[config.mk]
export PLATFORM = sky130hd
export DESIGN_NAME = swm_ctrl
export DESIGN_NICKNAME = d
export VERILOG_FILES = /design/src/rtl/swm_pkg.sv /design/src/rtl/swm_ctrl.sv
export SDC_FILE = /design/constraint.sdc
export NUM_CORES = 1
export LEC_CHECK = 0
export BUFFER_PORTS_ARGS = -buffer_cell sky130_fd_sc_hd__clkbuf_2
export CORE_AREA = 5 5 42 44
export CTS_BUF_LIST = sky130_fd_sc_hd__clkbuf_4
export CTS_CLUSTER_DIAMETER = 100
export DETAILED_ROUTE_END_ITERATION = 8
export DIE_AREA = 0 0 47 49
export GPL_TIMING_DRIVEN = 1
export PLACE_DENSITY = 0.32
export SYNTH_ARGS = -nofsm -noshare
export SYNTH_HDL_FRONTEND = slang
export SYNTH_SLANG_ARGS = --single-unit
[constraint.sdc]
create_clock -name clk -period 1.1 [get_ports clk]
set_input_delay 0.055 -clock clk [delete_from_list [all_inputs] [get_ports clk]]
set_output_delay 0.055 -clock clk [all_outputs]
set_load 0.01 [all_outputs]
[src/rtl/swm_pkg.sv]
`default_nettype none

package swm_pkg;

  // default sizes handed to the top level
  localparam int MAX_WINDOW_DEF  = 64;
  localparam int SAMPLE_BITS_DEF = 16;

  // window size register
  localparam int              CFG_W        = 7;
  localparam logic [CFG_W-1:0] WINDOW_RESET = 7'd3;

  // controller to datapath commands
  typedef struct packed {
    logic accept;  // take the input transaction: ring write and sorted insert
    logic read;    // fetch the oldest sample from the ring
    logic remove;  // load the median result and delete the oldest sample
  } swm_cmd_t;

  // datapath to controller status
  typedef struct packed {
    logic full;      // the sample being accepted fills the window
    logic out_free;  // the output register can take a result this cycle
  } swm_stat_t;

endpackage

`default_nettype wire

[src/rtl/swm_ctrl.sv]
`default_nettype none

module swm_ctrl (
  input  wire               clk,
  input  wire               rst_n,
  input  wire               in_valid,
  output logic              in_ready,
  input  swm_pkg::swm_stat_t stat,
  output swm_pkg::swm_cmd_t  cmd
);
  import swm_pkg::*;

  typedef enum logic [2:0] {
    S_IDLE   = 3'b001,
    S_READ   = 3'b010,
    S_REMOVE = 3'b100
  } state_t;

  state_t state_r;
  state_t state_nxt;

  // command decode
  always_comb begin
    in_ready   = (state_r == S_IDLE);
    cmd.accept = (state_r == S_IDLE) && in_valid;
    cmd.read   = (state_r == S_READ);
    cmd.remove = (state_r == S_REMOVE) && stat.out_free;
  end

  // next state
  always_comb begin
    state_nxt = state_r;
    unique case (state_r)
      S_IDLE: begin
        if (in_valid && stat.full) begin
          state_nxt = S_READ;
        end
      end
      S_READ: begin
        state_nxt = S_REMOVE;
      end
      S_REMOVE: begin
        if (stat.out_free) begin
          state_nxt = S_IDLE;
        end
      end
      default: begin
        state_nxt = S_IDLE;
      end
    endcase
  end

  // state register
  always_ff @(posedge clk) begin
    if (!rst_n) begin
      state_r <= S_IDLE;
    end else begin
      state_r <= state_nxt;
    end
  end

endmodule

`default_nettype wire

[After elaboration in Yosys (flattened, before gate mapping)]
Index checks and enable logic that the tools add are counted.
Cells by class
  equal/unequal tests: 5
  multiplexer cells: 3
  reduce and logical (&&, ||, !) cells: 4
Operators by type and width (count)
  3-bit case mux with 3 select lines: 1
  3-bit two-way mux: 2
  3-bit by 1-bit == test with 1-bit output (second input constant): 1
  3-bit by 2-bit == test with 1-bit output (second input constant): 1
  3-bit == test (second input constant): 1
  1-bit logical AND: 3
  2-bit by 1-bit inequality test with 1-bit output (second input constant): 1
  2-bit inequality test (second input constant): 1
  2-bit AND reduction: 1
Storage, ports and cells
  register bits: 3
  bits of input ports: 5
  output and inout bits: 4
  logic and storage cells: 13

[Longest topological paths before layout]
  depth in word-level cells: 3
  gate-level depth with buffers: 3
  gate-level depth less buffers: 3

[Least setup slack after synthesis]
Ideal clock, no wire load.
  path kind: reg-to-reg
  start: reg state_r[2]
  end: reg state_r[1]
  library setup time: 0.116 ns
  data arrival time: 0.750 ns
  required time: 0.984 ns
  setup slack: 0.234 ns
  cell stages (with the launch flop): 4
  path buffers: 0
  clock period less this slack: 0.866 ns
  cell sequence: dfxtp_1 -> nor2_2 -> and2_1 -> and4_1
Between the ends
  cells in the longest elaborated chain, start to end: 3
  elaborated cells on any way between the ends: 7
  those cells by class: eq/ne (5); mux (1); reduce/logical (1)
RTL lines
  from (decl): line swm_ctrl.sv:19  | state_t state_r;
  from (signal assigned): line swm_ctrl.sv:58  | state_r <= state_nxt;
  3-bit by 1-bit == test with 1-bit output *
  net in_ready: line swm_ctrl.sv:7  | output logic in_ready,
  2-bit by 1-bit inequality test with 1-bit output (no source line)
  2-bit AND reduction (no source line)
The timed path passes the listed nets; every way through them passes the cells marked *.
A chain may end at the register's enable or synchronous reset.

==> metrics.md <==
| Metric | Value |
|---|---|
| Post-synth top cells | `dfxtp_1 (3), and4_1 (2), nand2b_1 (2), nor2_2 (2)` |
| Top reg by flops | `state_r` |
| Reg2reg start | `state_r[1]$_SDFFE_PN0P_` |
| Worst Setup SP | `state_r[1]$_SDFFE_PN0P_` |
| Crit-path slowest cell | `dfxtp_2` |
| Final Worst Setup Slack | `about 0.019 ns` |
| Initial Utilization | `11.5%` |
| Die area | `2300 um^2` |
| Via Count | `171` |
| Fin crit period | `1.08 ns` |
| Setup CP Type | `reg2out` |
| Synthesized Nets | `22` |
| Ant diodes | `0` |
| Area taken by multi-input logic gates | `106 um^2` |
| Synth top area cells | `dfxtp_1 (37%), and4_1 (11%), nand2b_1 (7.8%)` |
| Total grt overflow | `0` |
| Hold-fix buffers, CTS | `0` |
| Number of enable flip-flop cells after synthesis | `0` |
| Largest net degree at the start of global routing | `8` |
| Measured slew at the worst slew-check pin | `~0.23 ns` |
| Final hold vios | `0` |
| First-pass GRT wire length | `752 um` |
| Worst setup SP type | `register` |
| Layout fillers | `170` |
| Cells after synthesis | `17` |
| Fmax | `925 MHz` |
| Flop and latch count out of synthesis | `3` |
| Pre-CTS setup slack | `around 0.17 ns` |
| Clk Latency, worst-skew pair | `~0.23 ns` |
| Yosys cell types | `12` |
| Worst-path clk slew | `0.04 ns` |
| Final Cycle Share | `98.3%` |
| Crit. End Element | `output port` |
| Initial antenna violation count | `0` |
| Max-capacitance violation count | `0` |
| Min-delay worst type | `in2reg` |
| Clock root cell | `clkbuf_4` |
| Cell Area, Placed | `214 um^2` |
| Core area | `1400 um^2` |
| CTS Buf Count | `3` |
| Slowest stage delay, CP | `0.32 ns` |
| Post-DRT Antenna Nets | `0` |
| I/O pin count | `9` |
| Area grow syn2layout | `65.9%` |
| Crit-path cells | `nand2b_4, nor3b_2, buf_2` |
| Slew Limit Headroom | `a little over four fifths` |
| Most frequent cell after synthesis | `dfxtp_1` |
| Yosys top cell by area | `dfxtp_1` |
| Post-DP HPWL | `337 um` |
| GRT Overall Usage | `5.28%` |
| Seq/Total Area, Yosys | `37.2%` |
| Longest Clk Path Bufs | `2` |
| Drt first pass iters | `3` |
| Final Max Tran Viols | `0` |
| Fin Hold WS | `0.0173 ns` |
| Vias in the first global route | `186` |
| H-tree levels | `1` |
| Asr flop ratio synth | `0%` |
| Largest regs | `state_r: 3 flops` |
| Detailed-route wire length | `486 um` |
| Syn_area_per_cell | `9.49 um^2` |
| Port bufs | `8` |
| Gp weighted congestion | `~0.67` |
| Worst VDD drop | `between 0.3 and 0.4 mV` |
| Post-Route Skew | `0.00336 ns` |
| CP arrival | `1.03 ns` |
| DR DRC count | `0` |
| DR iter-0 viols | `4` |
| Die Y | `49 um` |
| Fraction of post-synthesis cell area in the top cell type by area | `37.2%` |
| Crit-path max FO | `3` |
| Final setup violation count | `0` |
| Finished Cell Area | `268 um^2` |
| Pleak | `roughly 0.00012 uW` |
| Req. time, crit path | `1.04 ns` |
| Die W | `around 47 um` |
| Fraction of layout cells with a size suffix above 1 | `72.4%` |
| CTS sink cnt | `3` |
| PwrDens | `between 1000 and 1500 nW/um^2` |
| Status | `finished, final reports clean` |
| Layout Nets | `35` |
| RSZ-0062 raised after global routing | `true` |
| Register Area | `63.8 um^2` |
| Max reg flops | `3` |
| Via/cell ratio | `3.80` |
| Post-synth top flop | `dfxtp_1` |
| CTS tree | `yes` |
| FP Rows | `14` |
| Hold Startpoint | `rst_n` |
| Post-Syn Area | `161 um^2` |
| YS warnings | `0` |
| Average wire per cell in the routed design | `10.8 um` |
routing by layer:
| layer | vias to the layer above | part of all wire, % | GRT usage [%] | wire length (um) |
|---|---|---|---|---|
| li1 | 86 | - | - | - |
| met1 | 75 | 43 | 4.84 | 207 |
| met2 | 8 | 47 | 6.33 | 228 |
| met3 | 2 | 5.6 | 2.58 | 27 |
| met4 | 0 | 4.7 | 8.29 | 23 |
| met5 | - | 0 | 0 | 0 |
report_power, final:
group	total [uW]	internal [uW]	leakage (uW)	switching, uW
Sequential	118	114	0.0000250	4.80
Combinational	36.0	19.5	0.0000722	16.6
Clock	224	161	0.0000184	63.0
layout by cell type (no fill, tap or decap):
cell type / instances
buf_2: 1
nor2_2: 2
buf_4: 1
nor3b_2: 1
and3_1: 1
nor3_1: 1
o31ai_2: 1
and3b_1: 1
nand2b_4: 1
and4_1: 2
and2_1: 1
clkbuf_2: 7
clkbuf_4: 4
o21ai_1: 1
dfxtp_2: 3
nand2b_1: 1
area by class of cell:
cell class / count / share of cell area (%)
sequential: 3 / 23.8
timing repair buffer: 9 / 17.8
multi-input combinational: 13 / 39.7
tap: 16 / 7.48
clock buffer: 4 / 11.2
logic make-up after synthesis:
family                 count (synthesis)  share of synthesized area (%)
AO/OA/AOI/OAI                          2                           10.8
buffers and inverters                  1                           4.65
flip-flops                             3                           37.2
AND/OR/NAND/NOR                       11                           47.3
path summary, 6_finish.rpt:
check	endpoint	slack, ns	cells past startpoint
setup / recovery	cmd[0]	0.02	3
hold / removal	state_r[0]$_SDFFE_PN1P_	0.02	2
setup reg to reg	state_r[0]$_SDFFE_PN1P_	0.10	4
hold reg to reg	state_r[2]$_SDFFE_PN0P_	0.58	1
per-stage QoR:
stage                     setup TNS (ns)  instances  total power, uW  util (%)
after CTS                              0         45              384      19.0
after global routing           -0.000510         45              390      19.1
after global placement                 0         40              154      15.3
after floorplan                        0         17              136         -
after detailed placement               0         40              154      15.3
final                                  0         45              378      19.1
critical path, delay by kind of cell, from the launching register on:
kind / cells / cell delay (ns)
buffers and inverters: 1 / 0.16
AND/OR/NAND/NOR: 2 / 0.31
flip-flops: 1 / 0.32
repair_timing:
action / CTS / global route
setup endpoints to repair: 1 / 3
setup buffers: 1 / 0
resized for setup: 4 / 2
pin swaps: 1 / 0
Power figures use the tool's default switching activity.
